File: config.mk
export PLATFORM = sky130hd
export DESIGN_NAME = hex_digit_vector_stroke_generator
export DESIGN_NICKNAME = d
export VERILOG_FILES = /design/src/rtl/core/hdvs_pkg.sv /design/src/rtl/core/hdvs_sequencer.sv /design/src/rtl/core/hdvs_datapath.sv /design/src/rtl/core/hex_digit_vector_stroke_generator.sv
export SDC_FILE = /design/constraint.sdc
export NUM_CORES = 1
export LEC_CHECK = 0
export ABC_AREA = 1
export BUFFER_PORTS_ARGS = -buffer_cell sky130_fd_sc_hd__buf_2
export CORE_UTILIZATION = 23
export DETAILED_ROUTE_END_ITERATION = 12
export GPL_ROUTABILITY_DRIVEN = 0
export SKIP_CTS_REPAIR_TIMING = 1
export SLEW_MARGIN = 15
export SYNTH_ARGS = -nofsm -noshare
export SYNTH_HDL_FRONTEND = slang
export SYNTH_HIERARCHICAL = 1
export SYNTH_SLANG_ARGS = --single-unit
export TNS_END_PERCENT = 50
File: constraint.sdc
create_clock -name clk_i -period 7.1 [get_ports clk_i]
set_input_delay 1.42 -clock clk_i [delete_from_list [all_inputs] [get_ports clk_i]]
set_output_delay 1.42 -clock clk_i [all_outputs]
set_load 0.1 [all_outputs]
File: src/rtl/core/hdvs_pkg.sv
package hdvs_pkg;

  // Microprogram geometry.
  localparam int unsigned RomDepth = 88;
  localparam int unsigned UpcW     = $clog2(RomDepth);
  localparam int unsigned LenW     = 5;
  localparam int unsigned OffW     = 5;

  // Stroke lengths used by the glyph set.
  localparam logic [LenW-1:0] Len4  = LenW'(4);
  localparam logic [LenW-1:0] Len8  = LenW'(8);
  localparam logic [LenW-1:0] Len16 = LenW'(16);

  // Payload of one input transfer.
  typedef struct packed {
    logic [7:0] origin_x;
    logic [7:0] origin_y;
    logic [3:0] glyph_code;
  } in_item_t;

  // Payload of one output transfer.
  typedef struct packed {
    logic [7:0] beam_x;
    logic [7:0] beam_y;
    logic       last_point;
  } out_item_t;

  // Microinstruction opcodes.
  typedef enum logic {
    OP_ORG,
    OP_STROKE
  } op_e;

  // Sequencer states.
  typedef enum logic {
    ST_IDLE,
    ST_RUN
  } state_e;

  // One control word of the microprogram.
  typedef struct packed {
    op_e             op;
    logic [OffW-1:0] off_x;
    logic [OffW-1:0] off_y;
    logic            axis_y;
    logic            neg;
    logic [LenW-1:0] len;
    logic            eop;
  } ucode_t;

  // Control bundle from the sequencer to the datapath.
  typedef struct packed {
    logic            load;
    logic            add_off;
    logic [OffW-1:0] off_x;
    logic [OffW-1:0] off_y;
    logic            emit;
    logic            step;
    logic            axis_y;
    logic            neg;
    logic            last;
  } dp_ctrl_t;

  // Word that moves the beam to the glyph's starting offset.
  function automatic ucode_t mk_org(logic [OffW-1:0] sx, logic [OffW-1:0] sy);
    ucode_t w;
    w        = '0;
    w.op     = OP_ORG;
    w.off_x  = sx;
    w.off_y  = sy;
    return w;
  endfunction

  // Word that traces one straight stroke.
  function automatic ucode_t mk_stk(logic axis_y, logic neg, logic [LenW-1:0] len,
                                    logic eop);
    ucode_t w;
    w        = '0;
    w.op     = OP_STROKE;
    w.axis_y = axis_y;
    w.neg    = neg;
    w.len    = len;
    w.eop    = eop;
    return w;
  endfunction

  // Shorthands: horizontal/vertical, positive/negative.
  function automatic ucode_t hp(logic [LenW-1:0] len, logic eop);
    return mk_stk(1'b0, 1'b0, len, eop);
  endfunction
  function automatic ucode_t hn(logic [LenW-1:0] len, logic eop);
    return mk_stk(1'b0, 1'b1, len, eop);
  endfunction
  function automatic ucode_t vp(logic [LenW-1:0] len, logic eop);
    return mk_stk(1'b1, 1'b0, len, eop);
  endfunction
  function automatic ucode_t vn(logic [LenW-1:0] len, logic eop);
    return mk_stk(1'b1, 1'b1, len, eop);
  endfunction

  // Microprogram ROM. Each glyph opens with an origin word and ends
  // with a stroke whose end-of-program bit returns the sequencer to idle.
  function automatic ucode_t ucode_rom(logic [UpcW-1:0] addr);
    ucode_t w;
    case (addr)
      // Digit 0.
      7'd0:  w = mk_org(5'd0, 5'd0);
      7'd1:  w = vp(Len16, 1'b0);
      7'd2:  w = hp(Len8, 1'b0);
      7'd3:  w = vn(Len16, 1'b0);
      7'd4:  w = hn(Len8, 1'b1);
      // Digit 1.
      7'd5:  w = mk_org(5'd8, 5'd0);
      7'd6:  w = vp(Len16, 1'b0);
      7'd7:  w = vn(Len16, 1'b1);
      // Digit 2.
      7'd8:  w = mk_org(5'd0, 5'd16);
      7'd9:  w = hp(Len8, 1'b0);
      7'd10: w = vn(Len8, 1'b0);
      7'd11: w = hn(Len8, 1'b0);
      7'd12: w = vn(Len8, 1'b0);
      7'd13: w = hp(Len8, 1'b1);
      // Digit 3.
      7'd14: w = mk_org(5'd0, 5'd16);
      7'd15: w = hp(Len8, 1'b0);
      7'd16: w = vn(Len8, 1'b0);
      7'd17: w = hn(Len8, 1'b0);
      7'd18: w = hp(Len8, 1'b0);
      7'd19: w = vn(Len8, 1'b0);
      7'd20: w = hn(Len8, 1'b1);
      // Digit 4.
      7'd21: w = mk_org(5'd0, 5'd16);
      7'd22: w = vn(Len8, 1'b0);
      7'd23: w = hp(Len8, 1'b0);
      7'd24: w = vp(Len8, 1'b0);
      7'd25: w = vn(Len16, 1'b1);
      // Digit 5.
      7'd26: w = mk_org(5'd8, 5'd16);
      7'd27: w = hn(Len8, 1'b0);
      7'd28: w = vn(Len8, 1'b0);
      7'd29: w = hp(Len8, 1'b0);
      7'd30: w = vn(Len8, 1'b0);
      7'd31: w = hn(Len8, 1'b1);
      // Digit 6.
      7'd32: w = mk_org(5'd8, 5'd16);
      7'd33: w = hn(Len8, 1'b0);
      7'd34: w = vn(Len16, 1'b0);
      7'd35: w = hp(Len8, 1'b0);
      7'd36: w = vp(Len8, 1'b0);
      7'd37: w = hn(Len8, 1'b1);
      // Digit 7.
      7'd38: w = mk_org(5'd0, 5'd16);
      7'd39: w = hp(Len8, 1'b0);
      7'd40: w = vn(Len16, 1'b1);
      // Digit 8.
      7'd41: w = mk_org(5'd0, 5'd8);
      7'd42: w = vp(Len8, 1'b0);
      7'd43: w = hp(Len8, 1'b0);
      7'd44: w = vn(Len8, 1'b0);
      7'd45: w = hn(Len8, 1'b0);
      7'd46: w = vn(Len8, 1'b0);
      7'd47: w = hp(Len8, 1'b0);
      7'd48: w = vp(Len8, 1'b1);
      // Digit 9.
      7'd49: w = mk_org(5'd8, 5'd8);
      7'd50: w = hn(Len8, 1'b0);
      7'd51: w = vp(Len8, 1'b0);
      7'd52: w = hp(Len8, 1'b0);
      7'd53: w = vn(Len16, 1'b1);
      // Letter A.
      7'd54: w = mk_org(5'd0, 5'd12);
      7'd55: w = hp(Len8, 1'b0);
      7'd56: w = vn(Len4, 1'b0);
      7'd57: w = vn(Len8, 1'b0);
      7'd58: w = hn(Len8, 1'b0);
      7'd59: w = vp(Len8, 1'b0);
      7'd60: w = hp(Len8, 1'b1);
      // Letter b.
      7'd61: w = mk_org(5'd0, 5'd16);
      7'd62: w = vn(Len16, 1'b0);
      7'd63: w = hp(Len8, 1'b0);
      7'd64: w = vp(Len8, 1'b0);
      7'd65: w = hn(Len8, 1'b1);
      // Letter c.
      7'd66: w = mk_org(5'd8, 5'd8);
      7'd67: w = hn(Len8, 1'b0);
      7'd68: w = vn(Len8, 1'b0);
      7'd69: w = hp(Len8, 1'b1);
      // Letter d.
      7'd70: w = mk_org(5'd8, 5'd16);
      7'd71: w = vn(Len16, 1'b0);
      7'd72: w = hn(Len8, 1'b0);
      7'd73: w = vp(Len8, 1'b0);
      7'd74: w = hp(Len8, 1'b1);
      // Letter e.
      7'd75: w = mk_org(5'd8, 5'd0);
      7'd76: w = hn(Len8, 1'b0);
      7'd77: w = vp(Len8, 1'b0);
      7'd78: w = vp(Len4, 1'b0);
      7'd79: w = hp(Len8, 1'b0);
      7'd80: w = vn(Len8, 1'b0);
      7'd81: w = hn(Len8, 1'b1);
      // Letter f.
      7'd82: w = mk_org(5'd0, 5'd0);
      7'd83: w = vp(Len8, 1'b0);
      7'd84: w = hp(Len4, 1'b0);
      7'd85: w = hn(Len4, 1'b0);
      7'd86: w = vp(Len8, 1'b0);
      7'd87: w = hp(Len4, 1'b1);
      // Unused addresses end the program at once.
      default: w = hp(LenW'(0), 1'b1);
    endcase
    return w;
  endfunction

  // Dispatch table: entry address of each glyph's program.
  function automatic logic [UpcW-1:0] glyph_entry(logic [3:0] code);
    logic [UpcW-1:0] a;
    case (code)
      4'h0:    a = 7'd0;
      4'h1:    a = 7'd5;
      4'h2:    a = 7'd8;
      4'h3:    a = 7'd14;
      4'h4:    a = 7'd21;
      4'h5:    a = 7'd26;
      4'h6:    a = 7'd32;
      4'h7:    a = 7'd38;
      4'h8:    a = 7'd41;
      4'h9:    a = 7'd49;
      4'hA:    a = 7'd54;
      4'hB:    a = 7'd61;
      4'hC:    a = 7'd66;
      4'hD:    a = 7'd70;
      4'hE:    a = 7'd75;
      default: a = 7'd82;
    endcase
    return a;
  endfunction

endpackage

File: src/rtl/core/hdvs_sequencer.sv
module hdvs_sequencer (
  input  logic                clk_i,
  input  logic                rst_ni,
  input  logic                in_valid_i,
  output logic                in_ready_o,
  input  logic [3:0]          glyph_code_i,
  input  logic                out_free_i,
  output hdvs_pkg::dp_ctrl_t  ctrl_o
);
  import hdvs_pkg::*;

  state_e          state_q, state_d;
  logic [UpcW-1:0] upc_q, upc_d;
  logic [LenW-1:0] cnt_q, cnt_d;
  ucode_t          cw;
  logic            accept;
  logic            run_stroke;
  logic            stroke_done;

  // Fetch the current control word.
  assign cw          = ucode_rom(upc_q);
  assign in_ready_o  = (state_q == ST_IDLE);
  assign accept      = in_valid_i && in_ready_o;
  assign run_stroke  = (state_q == ST_RUN) && (cw.op == OP_STROKE) && out_free_i;
  assign stroke_done = run_stroke && (cnt_q == cw.len);

  // Next state: leave idle on a transfer, return after the final point.
  always_comb begin
    state_d = state_q;
    case (state_q)
      ST_IDLE: begin
        if (in_valid_i) state_d = ST_RUN;
      end
      ST_RUN: begin
        if (stroke_done && cw.eop) state_d = ST_IDLE;
      end
      default: state_d = ST_IDLE;
    endcase
  end

  // Datapath control derived from the control word.
  always_comb begin
    ctrl_o         = '0;
    ctrl_o.load    = accept;
    ctrl_o.add_off = (state_q == ST_RUN) && (cw.op == OP_ORG);
    ctrl_o.off_x   = cw.off_x;
    ctrl_o.off_y   = cw.off_y;
    ctrl_o.emit    = run_stroke;
    // The first point of a stroke repeats the start; later points move after.
    ctrl_o.step    = run_stroke && (cnt_q != '0);
    ctrl_o.axis_y  = cw.axis_y;
    ctrl_o.neg     = cw.neg;
    ctrl_o.last    = stroke_done && cw.eop;
  end

  // Step counter and microprogram counter.
  always_comb begin
    upc_d = upc_q;
    cnt_d = cnt_q;
    if (accept) begin
      upc_d = glyph_entry(glyph_code_i);
      cnt_d = '0;
    end else if (ctrl_o.add_off) begin
      upc_d = upc_q + 1'b1;
    end else if (stroke_done) begin
      cnt_d = '0;
      if (!cw.eop) upc_d = upc_q + 1'b1;
    end else if (run_stroke) begin
      cnt_d = cnt_q + 1'b1;
    end
  end

  always_ff @(posedge clk_i or negedge rst_ni) begin
    if (!rst_ni) begin
      state_q <= ST_IDLE;
      upc_q   <= '0;
      cnt_q   <= '0;
    end else begin
      state_q <= state_d;
      upc_q   <= upc_d;
      cnt_q   <= cnt_d;
    end
  end

  // The program counter never leaves the ROM.
  assert property (@(posedge clk_i) disable iff (!rst_ni)
    upc_q < UpcW'(RomDepth))
    else $error("microprogram counter outside ROM");

  // Every glyph program starts with an origin word.
  assert property (@(posedge clk_i) disable iff (!rst_ni)
    accept |=> (cw.op == OP_ORG))
    else $error("glyph entry is not an origin word");

  // The point counter never runs past the stroke length.
  assert property (@(posedge clk_i) disable iff (!rst_ni)
    ((state_q == ST_RUN) && (cw.op == OP_STROKE)) |-> (cnt_q <= cw.len))
    else $error("stroke counter overran");

  // The flagged point ends the run.
  assert property (@(posedge clk_i) disable iff (!rst_ni)
    ctrl_o.last |=> (state_q == ST_IDLE))
    else $error("sequencer kept running after the last point");

endmodule

File: src/rtl/core/hdvs_datapath.sv
module hdvs_datapath (
  input  logic                clk_i,
  input  logic                rst_ni,
  input  hdvs_pkg::dp_ctrl_t  ctrl_i,
  input  logic [7:0]          origin_x_i,
  input  logic [7:0]          origin_y_i,
  output logic                out_free_o,
  output logic                out_valid_o,
  input  logic                out_ready_i,
  output hdvs_pkg::out_item_t out_item_o
);
  import hdvs_pkg::*;

  logic [7:0] x_q, x_d;
  logic [7:0] y_q, y_d;
  out_item_t  out_q, out_d;
  logic       out_valid_q, out_valid_d;
  logic [7:0] unit;

  // The output register can take a point when empty or being drained.
  assign out_free_o  = !out_valid_q || out_ready_i;
  assign out_valid_o = out_valid_q;
  assign out_item_o  = out_q;
  assign unit        = ctrl_i.neg ? 8'hFF : 8'h01;

  // Beam position: load origin, add glyph offset, then unit steps.
  always_comb begin
    x_d = x_q;
    y_d = y_q;
    if (ctrl_i.load) begin
      x_d = origin_x_i;
      y_d = origin_y_i;
    end else if (ctrl_i.add_off) begin
      x_d = x_q + {3'b000, ctrl_i.off_x};
      y_d = y_q + {3'b000, ctrl_i.off_y};
    end else if (ctrl_i.step) begin
      if (ctrl_i.axis_y) y_d = y_q + unit;
      else x_d = x_q + unit;
    end
  end

  // Output register holds the point taken before the move.
  always_comb begin
    out_d       = out_q;
    out_valid_d = out_valid_q;
    if (ctrl_i.emit) begin
      out_d.beam_x     = x_q;
      out_d.beam_y     = y_q;
      out_d.last_point = ctrl_i.last;
      out_valid_d      = 1'b1;
    end else if (out_ready_i) begin
      out_valid_d = 1'b0;
    end
  end

  always_ff @(posedge clk_i) begin
    out_q <= out_d;
  end

  always_ff @(posedge clk_i or negedge rst_ni) begin
    if (!rst_ni) begin
      x_q         <= '0;
      y_q         <= '0;
      out_valid_q <= 1'b0;
    end else begin
      x_q         <= x_d;
      y_q         <= y_d;
      out_valid_q <= out_valid_d;
    end
  end

  // A point is only written when the register has room for it.
  assert property (@(posedge clk_i) disable iff (!rst_ni)
    ctrl_i.emit |-> out_free_o)
    else $error("point written over a pending transfer");

  // The beam never takes a unit step without a point going out in the same cycle.
  assert property (@(posedge clk_i) disable iff (!rst_ni)
    ctrl_i.step |-> ctrl_i.emit)
    else $error("beam moved without emitting a point");

  // The position holds while no control is active.
  assert property (@(posedge clk_i) disable iff (!rst_ni)
    (!ctrl_i.load && !ctrl_i.add_off && !ctrl_i.step) |=> $stable(x_q) && $stable(y_q))
    else $error("beam position changed while idle");

endmodule

File: src/rtl/core/hex_digit_vector_stroke_generator.sv
// Channel | Direction | Handshake               | Payload
// input   | in        | in_valid_i / in_ready_o   | in_item_i  (origin_x, origin_y, glyph_code)
// output  | out       | out_valid_o / out_ready_i | out_item_o (beam_x, beam_y, last_point)
//
// A glyph of N points (N is 26 to 63) runs in steps: the transfer is taken, the
// microprogram's origin word is applied, then one point per cycle unless stalled.
// The ROM-driven sequencer runs one glyph at a time; the next item is taken
// the cycle after the last point enters the output register.
// Reset is asynchronous and active low; it empties the output register and
// returns the sequencer to idle. A stall on the output holds the sequencer.
module hex_digit_vector_stroke_generator (
  input  logic                clk_i,
  input  logic                rst_ni,
  input  logic                in_valid_i,
  output logic                in_ready_o,
  input  hdvs_pkg::in_item_t  in_item_i,
  output logic                out_valid_o,
  input  logic                out_ready_i,
  output hdvs_pkg::out_item_t out_item_o
);
  import hdvs_pkg::*;

  dp_ctrl_t ctrl;
  logic     out_free;

  // Microcoded control.
  hdvs_sequencer u_seq (
    .clk_i        (clk_i),
    .rst_ni       (rst_ni),
    .in_valid_i   (in_valid_i),
    .in_ready_o   (in_ready_o),
    .glyph_code_i (in_item_i.glyph_code),
    .out_free_i   (out_free),
    .ctrl_o       (ctrl)
  );

  // Beam position and output register.
  hdvs_datapath u_dp (
    .clk_i       (clk_i),
    .rst_ni      (rst_ni),
    .ctrl_i      (ctrl),
    .origin_x_i  (in_item_i.origin_x),
    .origin_y_i  (in_item_i.origin_y),
    .out_free_o  (out_free),
    .out_valid_o (out_valid_o),
    .out_ready_i (out_ready_i),
    .out_item_o  (out_item_o)
  );

endmodule
; Word level (Yosys, flattened, before mapping)
; Memory sizes are Yosys's and may differ from the RTL's.
; Cells that the tools add are included.
; W data, S select, Z words.
[totals]
romBits = 1520
memories = 2
elab_cells = 64
register_bits = 47
[memory_table]
columns = name, words, width, rd, rd_clocked_by_memory_dff, wr, line
row1 = (name not given), 128, 11, 1, 0, 0, hdvs_pkg.sv:105  ; case (addr)
row2 = (name not given), 16, 7, 1, 0, 0, hdvs_pkg.sv:219  ; case (code)
[classes]
bitwise = 2
addsub = 6
reduce_logical = 19
eq_ne = 4
muxes = 22
[ops]
columns = op, count
row1 = $mux W8, 9
row2 = $mux W7, 4
row3 = $mux W5, 4
row4 = $add A8 B5 Y8, 2
row5 = $add A8 B8 Y8, 2
row6 = $reduce_bool A3 Y1, 4
row7 = $reduce_and A2 Y1, 4
row8 = $add A7 B1 Y7 const B, 1
row9 = $logic_and A1 B1 Y1, 7
row10 = $ne A3 B3 Y1 const B, 2
row11 = $add A5 B1 Y5 const B, 1
row12 = $eq A5 B5 Y1, 1
row13 = $reduce_bool A5 Y1, 1
row14 = $mux W1, 4
row15 = $ne A2 B1 Y1 const B, 1
row16 = $not A1 Y1, 2
row17 = $pmux W1 S2, 1
row18 = $reduce_bool A2 Y1, 1
row19 = $logic_not A1 Y1, 1
row20 = $logic_or A1 B1 Y1, 1

; Longest topological paths before layout
[depth]
depth_word = 7
mapped_depth = 25
depth_no_buf = 25

; Cells and area by module
; The synthesis kept the hierarchy.
[by_module_without_submodules]
columns = mod, instances, area_each_um2, cells_each, seq_area_each_um2
row1 = hdvs_sequencer, 1, 2210.9, 376, 325.3
row2 = hdvs_datapath, 1, 2039.5, 251, 935.9

; Worst setup path before layout
; OpenSTA, ideal clock, no wires.
[synth_timing]
kind = register to register
startpoint = reg u_seq.upc_q[1]
endpoint = reg u_dp.x_q[4]
stages_incl_launch_ff = 22
arrival_time_ns = 3.044
period_less_slack_ns = 3.172
t_required_ns = 6.973
slack_ns = 3.928
cell_sequence = dfrtp_1 > inv_1 > ha_1 > nand2_1 > inv_1 > nand2_1 > nand2_1 > nand2_1 > nand2_1 > nand3_2 > a21oi_1 > inv_1 > or2_2 > ha_1 > inv_1 > fa_1 > inv_1 > nand2_1 > o21ai_0 > or2_2 > a21oi_1 > o21ai_0
[synth_rtl]
columns = item, line
row1 = from (decl), hdvs_sequencer.sv:13  ; logic [UpcW-1:0] upc_q, upc_d;
row2 = from (signal assigned), hdvs_sequencer.sv:80  ; upc_q <= upc_d;
row3 = to (signal assigned), hdvs_datapath.sv:62  ; x_q <= '0;
row4 = to (signal assigned), hdvs_datapath.sv:66  ; x_q <= x_d;
row5 = to (decl), hdvs_datapath.sv:14  ; logic [7:0] x_q, x_d;

==> run summary <==
destination of the worst hold path: u_dp/out_item_o[9]
share of the synthesized area in the top cell type: 0.1766
number of remaining DRC errors: 0
number of iterations in the first detailed-routing pass: 5
sequential cell area fraction in the yosys report: 0.2967
critical path arrival: 4.24 ns
final-report setup violation count: 0
final standard cell utilization of the core: 0.2648
number of synthesis warnings: 6
via density per instance: 4.787
First DRT Iteration DRCs: 411
highest clock rate: 0.2467 GHz
count of inserted antenna diode cells: 0
post-route fraction of the period consumed by the critical path: 0.5710
final worst clock skew: 0.006079 ns
minimum clock period: 4.054 ns
# port buffers: 42
dpl hpwl: 8641 microns
synthesized cell area: 0.004250 sq mm
source-to-sink clock delay at the later pin of the worst-skew pair: 0.29 ns
routed via count: 4251
setup slack of the most critical reg-to-reg path: 3.05 ns
library cells used by synthesis: 44
most common cell after layout, fill and taps aside: nand2_1
Core Region: 0.01802 sq mm
final max-slew violation count: 0
max_cap viols: 0
layout cell share with drive strength beyond 1: 0.1259
clock slew seen by the registers of the worst setup and hold paths: 0.06 ns
initial antenna violation count: 0
slew at the pin closest to its max-slew limit: 0.7936 ns
worst reg2reg path endpoint: u_dp/x_q[6]
critical path endpoint category: register
number of ports placed on the die boundary: 43
synthesized instance count: 627
synth top area cells: dfrtp_1, nand2_1, edfxtp_1
wire length of the first global-routing pass: 18660 microns
clock root cell: clkbuf_16
Die Y: 137.9 microns
post-route setup TNS: 0 ns
result of the run: completed
WS Path Type: reg2reg
RSZ-0062 raised after global routing: false
mean cell area of the mapped netlist: 6.779 sq um
remaining global-route overflow: 0
slew margin rel.: 0.4709
width of the die: 137.9 microns
wire per inst: 12.94 microns
peak fanout along the critical path: 24
worst reg2reg path startpoint: u_seq/upc_q[2]
leading cell types in the layout, fill and taps excluded: nand2_1, nand3_1, inv_1
maximum count of clock buffers along a single path: 2
Inserted Clock Buffers: 5
maximum number of pins on one net before global-route repair: 31
hold-critical path depth: 0
clock tree from TritonCTS: yes
critical path required time: 7.29 ns
Min-Delay Path Class: reg2reg
number of nets at the end of the flow: 711
all-layer global routing usage: 0.1243
vias in the first global route: 3778
Num Clock Sinks: 47
R2R depth: 22
final-layout fill cell count: 2002
starting density of the core: 0.2358
total wire length: 11490 microns
largest area contributor in the netlist: dfrtp_1
hold violation total from the final report: 0
remaining antenna violation count: 0
hold wc startpoint: u_dp/x_q[0]
H-tree levels: 2
post-synthesis sequential element count: 47
category of the worst setup path launch point: register
area growth from synthesis to layout: 12.31%
Cell Rows: 49
Die Outline Area: 0.01903 sq mm
## logic make-up after synthesis
logic type / count (synthesis) / synth area share
AOI/OAI and AO/OA: 109 / 0.1428
other: 1 / 0.0008823
buffers and inverters: 97 / 0.1060
adders and majority gates: 29 / 0.08890
and+or+nand+nor: 335 / 0.3462
DFF: 47 / 0.2967
xor gates and xnor gates: 9 / 0.01855
## critical path, stage by stage, from the launching register on
cell and delay (ns):
dfrtp_1 0.86, inv_1 0.41, ha_1 0.34, nor2_1 0.14
o21ai_0 0.09, nand2_1 0.13, a21oi_1 0.08, buf_4 0.19
inv_1 0.17, or2_2 0.14, ha_1 0.15, inv_1 0.05
fa_1 0.36, inv_1 0.08, nand2_1 0.07, o21ai_0 0.19
nand2_1 0.10, nand3_1 0.10, nand2_1 0.06, nand2_1 0.05
nand3_1 0.06, nand2_1 0.09, nand2_1 0.04
## metal layers
| metal | global-route usage | up-vias | routed length [microns] |
|---|---|---|---|
| met2 | 0.1892 | 168 | 5004 |
| met3 | 0.02193 | 35 | 767 |
| met1 | 0.1685 | 1913 | 5338 |
| met5 | 0 | - | 0 |
| li1 | - | 2135 | - |
| met4 | 0.06039 | 0 | 377 |
## state kept, by name (all words and copies together), names as in the netlist
name              count
u_dp/out_item_o      17
u_dp/y_q              8
u_dp/x_q              8
u_seq/state_q         1
u_seq/upc_q           7
u_dp/out_valid_o      1
u_seq/cnt_q           5
## area by class of cell
cell class / count / area, sq um / area share
multi-input combinational: 488 / 2557 / 0.5358
timing repair buffer: 45 / 232.7 / 0.04875
clock buffer: 5 / 125.1 / 0.02621
sequential: 47 / 1261 / 0.2642
inverter: 71 / 266.5 / 0.05583
clock inverter: 3 / 43.79 / 0.009174
tap: 229 / 286.5 / 0.06003
## through the flow
| stage | area (sq um) | hold WS [ns] | std cells | setup WS, ns |
|---|---|---|---|---|
| after floorplan | 4269 | 0.4531 | 632 | 3.928 |
| after global placement | 4604 | 0.4719 | 880 | 3.220 |
| after detailed placement | 4604 | 0.4760 | 880 | 3.116 |
| after CTS | 4773 | 0.4958 | 888 | 3.092 |
| after global routing | 4773 | 0.5149 | 888 | 2.662 |
| final | 4773 | 0.4913 | 888 | 3.046 |
## worst max-delay path by stage
stage,from,end,slack (ns)
final,u_seq/upc_q[2],u_dp/x_q[6],3.05
after CTS,u_seq/upc_q[2],u_dp/x_q[6],3.09
after global placement,u_seq/upc_q[2],u_dp/y_q[6],3.22
after detailed placement,u_seq/upc_q[2],u_dp/x_q[6],3.12
after floorplan,u_seq/upc_q[1],u_dp/x_q[4],3.93
after global routing,u_seq/upc_q[2],u_dp/x_q[6],2.66
## cell usage after synthesis (all sizes together)
master   instances
clkinv           2
nand2          178
buf             24
dfrtp           30
a22oi            1
o21a             1
o211ai           2
fa               2
a21oi           33
o21bai           1
clkbuf           2
a311oi           1
xnor2            3
a41oi            1
ha              27
o311ai           2
edfxtp          17
o31ai            1
conb             1
nand4            5
nand3           74
o21ai           51
nor2            60
o221ai           2
or2              6
nand3b           1
a31oi            4
inv             69
o22ai            5
or3              1
nor4             1
o2111ai          2
nor3             9
xor2             6
a211oi           2
Power is left out: the tool's default activity adds up to more than one toggle a clock period on the data nets, which glitch-free logic cannot reach.
